==> src/rtl/abp_pkg.sv <==
// Package with the types, constants and fixed-point helpers of the blending core.
`default_nettype none

package abp_pkg;

    localparam int CHAN_W  = 8;
    localparam int GA_W    = 9;
    localparam int WGT_W   = 16;
    localparam int PROD_W  = CHAN_W + WGT_W;
    localparam int LANES   = 4;
    localparam int CFG_IDX_W  = 2;
    localparam int CFG_DATA_W = GA_W;

    localparam logic [GA_W-1:0]   GA_MAX      = 9'd256;
    localparam logic [WGT_W-1:0]  FULL_WEIGHT = 16'd65280;
    localparam logic [CHAN_W-1:0] CHAN_MAX    = 8'd255;

    // Channel order inside a pixel.
    localparam int CH_RED   = 0;
    localparam int CH_GREEN = 1;
    localparam int CH_BLUE  = 2;
    localparam int CH_ALPHA = 3;

    typedef enum logic [CFG_IDX_W-1:0] {
        CFG_GLOBAL_ALPHA  = 2'd0,
        CFG_PREMULTIPLIED = 2'd1
    } cfg_reg_t;

    typedef logic [CHAN_W-1:0] chan_t;
    typedef logic [WGT_W-1:0]  weight_t;
    typedef logic [PROD_W-1:0] prod_t;

    // Control that travels alongside the lane data.
    typedef struct packed {
        logic valid;
        logic keep_bg;
    } ctrl_t;

    // What one lane hands to the merge stage.
    typedef struct packed {
        chan_t blend;
        chan_t bg;
    } lane_out_t;

    // Floor of x / 65280 for x up to 255 * 65280. The division by 256 is a
    // shift; the division by 255 is an estimate that is never high and at
    // most one low, fixed by a single compare and increment.
    function automatic logic [8:0] div_full_weight(input prod_t x);
        logic [15:0] y;
        logic [16:0] s;
        logic [8:0]  q;
        logic [16:0] qx255;
        logic [16:0] r;
        y     = x[PROD_W-1:8];
        s     = {1'b0, y} + {9'b0, y[15:8]};
        q     = s[16:8];
        qx255 = {q, 8'b0} - {8'b0, q};
        r     = {1'b0, y} - qx255;
        if (r >= 17'd255)
        begin
            q = q + 9'd1;
        end
        return q;
    endfunction

endpackage

`default_nettype wire

==> src/rtl/abp_lane.sv <==
// One color lane: weight products, then the constant division, sum and saturation.
`default_nettype none

module abp_lane
    import abp_pkg::*;
(
    input  wire logic      clk,
    input  wire chan_t     fg,
    input  wire chan_t     bg,
    input  wire weight_t   w,
    input  wire logic      pre,
    output lane_out_t      lane_out
);

    prod_t fg_prod_reg;
    prod_t bg_prod_reg;
    chan_t fg_reg;
    chan_t bg_reg;
    logic  pre_reg;

    lane_out_t lane_out_reg;
    lane_out_t lane_out_next;

    logic [8:0] fg_part;
    logic [8:0] bg_part;
    logic [9:0] sum;

    always_ff @(posedge clk)
    begin
        fg_prod_reg <= prod_t'(fg) * prod_t'(w);
        bg_prod_reg <= prod_t'(bg) * prod_t'(FULL_WEIGHT - w);
        fg_reg      <= fg;
        bg_reg      <= bg;
        pre_reg     <= pre;
    end

    always_comb
    begin
        bg_part = div_full_weight(bg_prod_reg);
        fg_part = pre_reg ? {1'b0, fg_reg} : div_full_weight(fg_prod_reg);
        sum     = {1'b0, fg_part} + {1'b0, bg_part};
        lane_out_next.blend = (sum > 10'(CHAN_MAX)) ? CHAN_MAX : sum[CHAN_W-1:0];
        lane_out_next.bg    = bg_reg;
    end

    always_ff @(posedge clk)
    begin
        lane_out_reg <= lane_out_next;
    end

    assign lane_out = lane_out_reg;

endmodule

`default_nettype wire

==> src/rtl/abp_merge.sv <==
// Merge stage: gathers the four lanes into the result beat and picks the background pass-through.
`default_nettype none

module abp_merge
    import abp_pkg::*;
(
    input  wire logic      clk,
    input  wire logic      rst_n,
    input  wire ctrl_t     ctrl,
    input  wire lane_out_t lanes [LANES],
    output logic           out_valid,
    output chan_t          out_red,
    output chan_t          out_green,
    output chan_t          out_blue,
    output chan_t          out_alpha,
    output logic           write_enable
);

    logic  out_valid_reg;
    chan_t chan_reg [LANES];
    logic  write_enable_reg;

    always_ff @(posedge clk or negedge rst_n)
    begin
        if (!rst_n)
        begin
            out_valid_reg <= 1'b0;
        end
        else
        begin
            out_valid_reg <= ctrl.valid;
        end
    end

    always_ff @(posedge clk)
    begin
        for (int i = 0; i < LANES; i++)
        begin
            chan_reg[i] <= ctrl.keep_bg ? lanes[i].bg : lanes[i].blend;
        end
        write_enable_reg <= !ctrl.keep_bg;
    end

    assign out_valid    = out_valid_reg;
    assign out_red      = chan_reg[CH_RED];
    assign out_green    = chan_reg[CH_GREEN];
    assign out_blue     = chan_reg[CH_BLUE];
    assign out_alpha    = chan_reg[CH_ALPHA];
    assign write_enable = write_enable_reg;

endmodule

`default_nettype wire

==> src/rtl/alpha_blend_pixel_core.sv <==
// Top level of the RGBA8 over-blending core: config registers, weight stage, lanes and merge.
//
//   Channel     Direction  Handshake               Payload
//   ---------   ---------  ----------------------  --------------------------------------
//   command     in         start high, busy low    fg_red..fg_alpha, bg_red..bg_alpha
//   result      out        out_valid strobe        out_red..out_alpha, write_enable
//   config      in         cfg_valid and cfg_ready cfg_index, cfg_data
//
// One pixel beat is accepted every clock cycle; busy never rises. Each beat
// passes, in order, through the weight multiply, the per-lane products, the
// division by 65280 and saturation, and the merge register. The receiver
// cannot stall, so the pipeline never holds. Reset clears the valid flags
// of every stage and restores global_alpha to 256 and premultiplied to 0.
`default_nettype none

module alpha_blend_pixel_core
    import abp_pkg::*;
(
    input  wire logic                  clk,
    input  wire logic                  rst_n,

    input  wire logic                  start,
    output logic                       busy,
    input  wire chan_t                 fg_red,
    input  wire chan_t                 fg_green,
    input  wire chan_t                 fg_blue,
    input  wire chan_t                 fg_alpha,
    input  wire chan_t                 bg_red,
    input  wire chan_t                 bg_green,
    input  wire chan_t                 bg_blue,
    input  wire chan_t                 bg_alpha,

    output logic                       out_valid,
    output chan_t                      out_red,
    output chan_t                      out_green,
    output chan_t                      out_blue,
    output chan_t                      out_alpha,
    output logic                       write_enable,

    input  wire logic                  cfg_valid,
    output logic                       cfg_ready,
    input  wire logic [CFG_IDX_W-1:0]  cfg_index,
    input  wire logic [CFG_DATA_W-1:0] cfg_data
);

    // The pipeline takes a beat every cycle, and registers can always be written.
    assign busy      = 1'b0;
    assign cfg_ready = 1'b1;

    logic accept;
    assign accept = start && !busy;

    // Configuration registers.
    logic [GA_W-1:0] global_alpha_reg;
    logic            premultiplied_reg;

    always_ff @(posedge clk or negedge rst_n)
    begin
        if (!rst_n)
        begin
            global_alpha_reg  <= GA_MAX;
            premultiplied_reg <= 1'b0;
        end
        else if (cfg_valid && cfg_ready)
        begin
            unique case (cfg_index)
                CFG_GLOBAL_ALPHA:  global_alpha_reg  <= cfg_data[GA_W-1:0];
                CFG_PREMULTIPLIED: premultiplied_reg <= cfg_data[0];
                default:           ;
            endcase
        end
    end

    // Any global alpha of 256 or more means fully opaque, so bit 8 alone
    // decides the saturation.
    logic [GA_W-1:0] ga_sat;
    logic [16:0]     w_full;
    assign ga_sat = global_alpha_reg[GA_W-1] ? GA_MAX : global_alpha_reg;
    assign w_full = 17'(fg_alpha) * 17'(ga_sat);

    // Stage 1: capture the pixel pair and the shared pixel weight. The weight
    // never exceeds 255 * 256, so 16 bits hold it.
    ctrl_t   s1_ctrl_reg;
    ctrl_t   s2_ctrl_reg;
    ctrl_t   s3_ctrl_reg;
    chan_t   s1_fg_reg [LANES];
    chan_t   s1_bg_reg [LANES];
    weight_t s1_w_reg;
    logic    s1_pre_reg;

    always_ff @(posedge clk or negedge rst_n)
    begin
        if (!rst_n)
        begin
            s1_ctrl_reg <= '0;
            s2_ctrl_reg <= '0;
            s3_ctrl_reg <= '0;
        end
        else
        begin
            s1_ctrl_reg.valid   <= accept;
            s1_ctrl_reg.keep_bg <= (fg_alpha == '0);
            s2_ctrl_reg         <= s1_ctrl_reg;
            s3_ctrl_reg         <= s2_ctrl_reg;
        end
    end

    always_ff @(posedge clk)
    begin
        s1_fg_reg[CH_RED]   <= fg_red;
        s1_fg_reg[CH_GREEN] <= fg_green;
        s1_fg_reg[CH_BLUE]  <= fg_blue;
        s1_fg_reg[CH_ALPHA] <= fg_alpha;
        s1_bg_reg[CH_RED]   <= bg_red;
        s1_bg_reg[CH_GREEN] <= bg_green;
        s1_bg_reg[CH_BLUE]  <= bg_blue;
        s1_bg_reg[CH_ALPHA] <= bg_alpha;
        s1_w_reg            <= w_full[WGT_W-1:0];
        s1_pre_reg          <= premultiplied_reg;
    end

    // Stages 2 and 3: one lane per channel, alpha treated like a color.
    lane_out_t lanes [LANES];

    for (genvar g = 0; g < LANES; g++)
    begin : g_lane
        abp_lane u_lane (
            .clk      (clk),
            .fg       (s1_fg_reg[g]),
            .bg       (s1_bg_reg[g]),
            .w        (s1_w_reg),
            .pre      (s1_pre_reg),
            .lane_out (lanes[g])
        );
    end

    // Stage 4: the merge register chooses blended or untouched background.
    abp_merge u_merge (
        .clk          (clk),
        .rst_n        (rst_n),
        .ctrl         (s3_ctrl_reg),
        .lanes        (lanes),
        .out_valid    (out_valid),
        .out_red      (out_red),
        .out_green    (out_green),
        .out_blue     (out_blue),
        .out_alpha    (out_alpha),
        .write_enable (write_enable)
    );

endmodule

`default_nettype wire

==> config.mk <==
export PLATFORM = sky130hd
export DESIGN_NAME = alpha_blend_pixel_core
export DESIGN_NICKNAME = d
export VERILOG_FILES = /design/src/rtl/abp_pkg.sv /design/src/rtl/abp_lane.sv /design/src/rtl/abp_merge.sv /design/src/rtl/alpha_blend_pixel_core.sv
export SDC_FILE = /design/constraint.sdc
export NUM_CORES = 2
export LEC_CHECK = 0
export ABC_CLOCK_PERIOD_IN_PS = 10200
export BUFFER_PORTS_ARGS = -buffer_cell sky130_fd_sc_hd__clkbuf_2
export CELL_PAD_IN_SITES_DETAIL_PLACEMENT = 0
export CELL_PAD_IN_SITES_GLOBAL_PLACEMENT = 1
export CORE_ASPECT_RATIO = 1.5
export CORE_MARGIN = 5
export CORE_UTILIZATION = 51
export DETAILED_ROUTE_END_ITERATION = 8
export GPL_TIMING_DRIVEN = 0
export PLACE_DENSITY_LB_ADDON = 0.1
export REMOVE_ABC_BUFFERS = 1
export SKIP_CTS_REPAIR_TIMING = 1
export SLEW_MARGIN = 20
export SYNTH_ARGS = -nofsm -noshare
export SYNTH_HDL_FRONTEND = slang
export SYNTH_HIERARCHICAL = 1
export SYNTH_SLANG_ARGS = --single-unit
==> constraint.sdc <==
create_clock -name clk -period 10.2 [get_ports clk]
set_input_delay 2.04 -clock clk [delete_from_list [all_inputs] [get_ports clk]]
set_output_delay 2.04 -clock clk [all_outputs]
set_load 0.01 [all_outputs]
* Word level (Yosys, flattened, before mapping) *
Memories as Yosys holds them, arrays and structs flattened.
Cells that the tools add are included.

cells by class
  reductions and logical operators = 5
  $lt $le $gt $ge = 12
  equal/unequal tests = 1
  add/sub/neg operators = 37
  multipliers = 9
  mux-type cells = 17

operator list
  operator                                                                 number
  16-bit by 8-bit adder with 17-bit output                                 8
  17-bit by 8-bit >= comparator with 1-bit output (second input constant)  8
  16-bit by 17-bit subtractor with 17-bit output                           8
  17-bit by 9-bit subtractor with 17-bit output                            8
  9-bit two-way mux                                                        13
  8-bit by 16-bit multiplier with 24-bit output                            4
  8-bit by 24-bit multiplier with 24-bit output                            4
  9-bit by 1-bit adder with 9-bit output (second input constant)           8
  9-bit by 9-bit adder with 10-bit output                                  4
  10-bit by 8-bit > comparator with 1-bit output (second input constant)   4
  8-bit two-way mux                                                        4
  16-bit by 16-bit subtractor with 17-bit output (first input constant)    1
  8-bit by 9-bit multiplier with 16-bit output                             1
  8-bit logical NOT                                                        1
  2-bit AND reduction                                                      2
  2-bit by 1-bit == test with 1-bit output (second input constant)         1
  2-bit logical NOT                                                        1
  1-bit logical NOT                                                        1

storage, ports and cells
  word-level logic and storage cells = 121
  output and inout bits = 36
  memories = 3
  bits in writable memories = 96
  bits of input ports = 79
  flip-flop bits (word level) = 356

memory list
  memory            depth  width  read ports  clocked after memory_dff  write ports  line                          source
  s1_bg_reg         4      8      4           0                         4            alpha_blend_pixel_core.sv:87  chan_t s1_bg_reg [LANES];
  s1_fg_reg         4      8      4           0                         4            alpha_blend_pixel_core.sv:86  chan_t s1_fg_reg [LANES];
  u_merge.chan_reg  4      8      4           0                         4            abp_merge.sv:20               chan_t chan_reg [LANES];

* Logic depth before layout (Yosys ltp) *
  depth in word-level cells = 8
  depth in mapped cells = 36
  mapped depth without buffers = 35

* Hierarchy *
The synthesis kept the hierarchy.

by module, submodules not included
  module                           cells an instance  seq. area each (sq um)  area an instance (sq um)  times used
  abp_lane (g_lane[0].u_lane ...)  1502               1301.2                  12977.4                   2
  abp_lane (g_lane[3].u_lane)      1490               1301.2                  12976.2                   1
  abp_lane (g_lane[2].u_lane)      1489               1301.2                  12871.1                   1
  alpha_blend_pixel_core           397                2023.2                  4570.6                    1
  abp_merge                        71                 685.7                   1229.9                    1

* Worst setup path after synthesis *
OpenSTA, ideal clock, no wires.

  kind = register -> register
  start = reg g_lane[0].u_lane.fg_prod_reg[21]
  end = reg g_lane[0].u_lane.lane_out_reg (netlist bit g_lane[0].u_lane/lane_out[9])
  path slack = 3.027 ns
  path buffers = 1
  stages on the path, launching flop included = 36
  library setup time = 0.123 ns
  data required time = 10.077 ns
  clock period less this slack = 7.173 ns
  arrival = 7.049 ns
  path through = dfxtp_1 -> ha_1 -> a2111oi_1 -> a21oi_2 -> and3_1 -> and2_1 -> and3_1 -> and2_1 -> ha_1 -> inv_1 -> ha_1 -> inv_1 -> ha_1 -> a21o_1 -> a221o_1 -> a31oi_2 -> or3_1 -> o2111ai_1 -> a311oi_1 -> and4_4 -> buf_6 -> nand2_2 -> xnor2_1 -> o21ai_1 -> ha_1 -> fa_1 -> a21oi_1 -> nor2_1 -> nor2_1 -> o21bai_1 -> a21oi_1 -> nor2b_1 -> o21ai_0 -> mux2i_1 -> nand2_1 -> or2_2

on the way
  word-level cells in the longest chain between the ends = 8
  elaborated cells between the ends (all ways) = 9
  classes of those cells = 5 x add/sub; 2 x order compare; 2 x mux

RTL lines
  what                                             line            source
  start, declared                                  abp_lane.sv:15  prod_t fg_prod_reg;
  start signal, assigned                           abp_lane.sv:30  fg_prod_reg <= prod_t'(fg) * prod_t'(w);
  16-bit by 8-bit adder with 17-bit output         abp_pkg.sv:55   s = {1'b0, y} + {9'b0, y[15:8]};
  17-bit by 9-bit subtractor with 17-bit output    abp_pkg.sv:57   qx255 = {q, 8'b0} - {8'b0, q};
  16-bit by 17-bit subtractor with 17-bit output   abp_pkg.sv:58   r = {1'b0, y} - qx255;
  17-bit by 8-bit >= comparator with 1-bit output  abp_pkg.sv:59   if (r >= 17'd255)
  9-bit two-way mux (*)                            abp_pkg.sv:59
  9-bit two-way mux (*)                            abp_lane.sv:40  fg_part = pre_reg ? {1'b0, fg_reg} : div_full_weight(fg_prod_reg);
  9-bit by 9-bit adder with 10-bit output (*)      abp_lane.sv:41  sum = {1'b0, fg_part} + {1'b0, bg_part};
  10-bit by 8-bit > comparator with 1-bit output   abp_lane.sv:42  lane_out_next.blend = (sum > 10'(CHAN_MAX)) ? CHAN_MAX : sum[CHAN_W-1:0];
  end signal, assigned                             abp_lane.sv:48  lane_out_reg <= lane_out_next;
  end, declared                                    abp_lane.sv:21  lane_out_t lane_out_reg;

Mark *: on every way between the ends. The rest lies on a longest branch, timed or not.
A chain may end at the register's enable or synchronous reset.

* Worst setup path in the final report *
  start = reg g_lane[2].u_lane.bg_prod_reg[21]
  end = reg g_lane[2].u_lane.lane_out_reg (netlist bit g_lane[2].u_lane/lane_out[9])

on the way
  word-level cells in the longest chain between the ends = 7
  elaborated cells between the ends (all ways) = 8
  classes of those cells = 5 x add/sub; 2 x order compare; 1 x mux

RTL lines
  what                                             line            source
  start, declared                                  abp_lane.sv:16  prod_t bg_prod_reg;
  start signal, assigned                           abp_lane.sv:31  bg_prod_reg <= prod_t'(bg) * prod_t'(FULL_WEIGHT - w);
  16-bit by 8-bit adder with 17-bit output         abp_pkg.sv:55
  17-bit by 9-bit subtractor with 17-bit output    abp_pkg.sv:57
  16-bit by 17-bit subtractor with 17-bit output   abp_pkg.sv:58
  17-bit by 8-bit >= comparator with 1-bit output  abp_pkg.sv:59
  9-bit two-way mux (*)                            abp_pkg.sv:59
  9-bit by 9-bit adder with 10-bit output (*)      abp_lane.sv:41
  10-bit by 8-bit > comparator with 1-bit output   abp_lane.sv:42
  end signal, assigned                             abp_lane.sv:48
  end, declared                                    abp_lane.sv:21

Marked as above.

==> results.cfg <==
[outcome]
outcome = complete, no violations

[timing]
tightestPinTransition_ps = 985
rsz0062_at_grt = false
hold_violations = 0
finalClockSkew_ps = 18.5
slew_viol_final = 0
setup_viol = 0
maxSlewHeadroom_pct = 34.2
fin_crit_ps = 8540
finalSetupTns_ps = 0
finalCritPeriodShare_pct = 83.7
fmax_ghz = 0.117
setup_ws_ps = 1660

[clocking]
clockBufferDepth = 3
cts.sinks = 391
root_buffer = clkbuf_16
cts_buffers = 45
clk_pin_slew_ps = 60
cts_htree_levels = 2
clkLatencyLatePin_ps = 610
cts_tree = done

[critical_path]
slowest_stage = a2111oi_0
worst_ep_required_time_ps = 10680
crit_path_end_kind = flop
path_max_fanout = 10
crit_path_max_incr_delay_ps = 530
cp-start-kind = flop
critPathArrivalTime_ps = 9020
crit_top_cell = ha_1
crit_type = flop to flop

[detailed_routing]
drt_iter0_markers = 1537
drt-pass1-iter-count = 7
wirelength_mm = 138
ant_nets = 0
drc = 0
routed_via_density = 5.35
vias = 42488
wl_per_cell_microns = 17.4

[layout]
synthToLayoutAreaGrowth_pct = 6.09
mostFrequentLayoutCells = inv_1 (1184), fa_1 (785), ha_1 (715)
layout-drive-gt1-share_pct = 5.48
nets = 8035
mostFrequentLayoutCell = inv_1
fill_cells = 10621

[placed_design]
dp_hpwl_mm = 108
gp_congestion = 0.860
dp_slack_ps = 1630
port_buffers = 112

[logic_synthesis]
ys_types = 109
yosysTopAreaCell = fa_1
async_flop_share_pct = 4.35
synth-seq-area-share_pct = 13.7
yosysWarnings = 6
synth_top_area_share_pct = 27.3
ys_ff_latch = 391
synth.avg_cell_area_sq_um = 8.93
syn_inst = 6451
synth.top_cells.by_area = fa_1 (27%), ha_1 (16%), dfxtp_1 (13%)
synth_edf_count = 0
synthFlopType = dfxtp_1
synthesis.area_sq_mm = 0.0576

[global_route]
overflow = 0
grt_pass1_wl_mm = 230
antenna_found_initial = 8
grt_max_degree = 51
grt_pass1_vias = 45615
grt_use_total_pct = 23.3

[floorplan]
die-width_microns = 284
start_util_pct = 51.2
io_pins = 115
core_area_sq_mm = 0.113
rows = 151
dieHeight_microns = 422
die_area_sq_mm = 0.120

[run]
drv_cap = 0

[worst_hold_path]
worstHoldPathType = flop to flop
-- cell usage after synthesis (10+ instances only) --
master,instances
nor2b_1,37
nor3_1,74
nand4_1,52
mux2_4,30
a31oi_1,23
mux2_2,22
o2111ai_1,17
o21ai_0,82
nand3b_1,15
a31o_2,10
a21oi_1,171
nand2b_1,45
o211ai_1,13
or3_1,15
or2_2,18
nand2_1,698
or4_1,13
o21ai_1,41
dfrtp_1,16
o21bai_1,27
nor2_1,219
and2_1,624
ha_1,715
xor2_1,108
and3_1,56
dfxtp_1,374
o21a_1,62
o31ai_1,18
mux2i_1,15
a21o_1,89
nor3b_1,25
xnor2_1,269
clkbuf_1,150
fa_1,785
a211oi_1,26
inv_1,1184
nand3_1,86
-- per-stage QoR --
step / hold WS (ps) / instances / area (sq um) / util, %
floorplan: 310 / 6290 / 56900 / -
global placement: 310 / 7855 / 59300 / 52.7
detailed placement: 312 / 7862 / 59500 / 52.9
CTS: 325 / 7944 / 61100 / 54.3
global route: 332 / 7944 / 61100 / 54.3
finish: 326 / 7945 / 61100 / 54.3
-- logic make-up (layout without fill, tap and decap cells) --
group,Yosys count,in the layout,share of synthesized area [%]
XOR/XNOR,381,381,5.88
AND/OR/NAND/NOR,2037,2037,18.2
buffers and inverters,1348,1388,8.93
AO/OA/AOI/OAI,723,723,8.87
multiplexers,69,69,1.51
adder cells (fa/ha/maj),1500,1500,42.8
other,2,3,0.0130
flip-flops,391,391,13.7
-- critical path: cells and delay by family, from the launching register on --
family | cells | cell delay [ps]
mux | 1 | 470
simple gates | 10 | 2030
buf+inv | 2 | 130
compound gates | 12 | 3020
xor+xnor | 1 | 290
flops | 1 | 490
fa+ha+maj | 6 | 1960
-- layout make-up --
| class | count | area (sq um) | share of cell area [%] |
|---|---|---|---|
| Clock inverter | 29 | 362 | 0.592 |
| Timing Repair Buffer | 119 | 723 | 1.18 |
| Antenna cell | 1 | 2.50 | 0.00410 |
| Tap cell | 1453 | 1820 | 2.98 |
| Inverter | 1187 | 4460 | 7.29 |
| Sequential cell | 391 | 7980 | 13.1 |
| Clock buffer | 53 | 1220 | 1.99 |
| Multi-Input combinational cell | 4712 | 44600 | 72.9 |
-- final timing paths --
path,start,endpoint,slack (ps),cells after the start
hold reg to reg,g_lane[0].u_lane/bg_reg[2],g_lane[0].u_lane/lane_out[2],330,0
hold / removal,g_lane[0].u_lane/bg_reg[2],g_lane[0].u_lane/lane_out[2],330,0
max in group asynchronous,rst_n,s3_ctrl_reg[0],8520,1
setup reg to reg,g_lane[2].u_lane/bg_prod_reg[21],g_lane[2].u_lane/lane_out[9],1660,32
min in group asynchronous,rst_n,global_alpha_reg[5],1350,1
setup / recovery,g_lane[2].u_lane/bg_prod_reg[21],g_lane[2].u_lane/lane_out[9],1660,32
-- metal layers --
layer	GRT usage (%)	part of all wire (%)	up-vias
li1	-	-	20528
met1	27.0	40	21091
met2	44.1	53	618
met3	2.33	2.9	249
met4	8.94	4.5	2
met5	0	0.0094	-
Power is not shown: default switching activity piles up to over one toggle a cycle in this logic, so the estimate is an artifact.
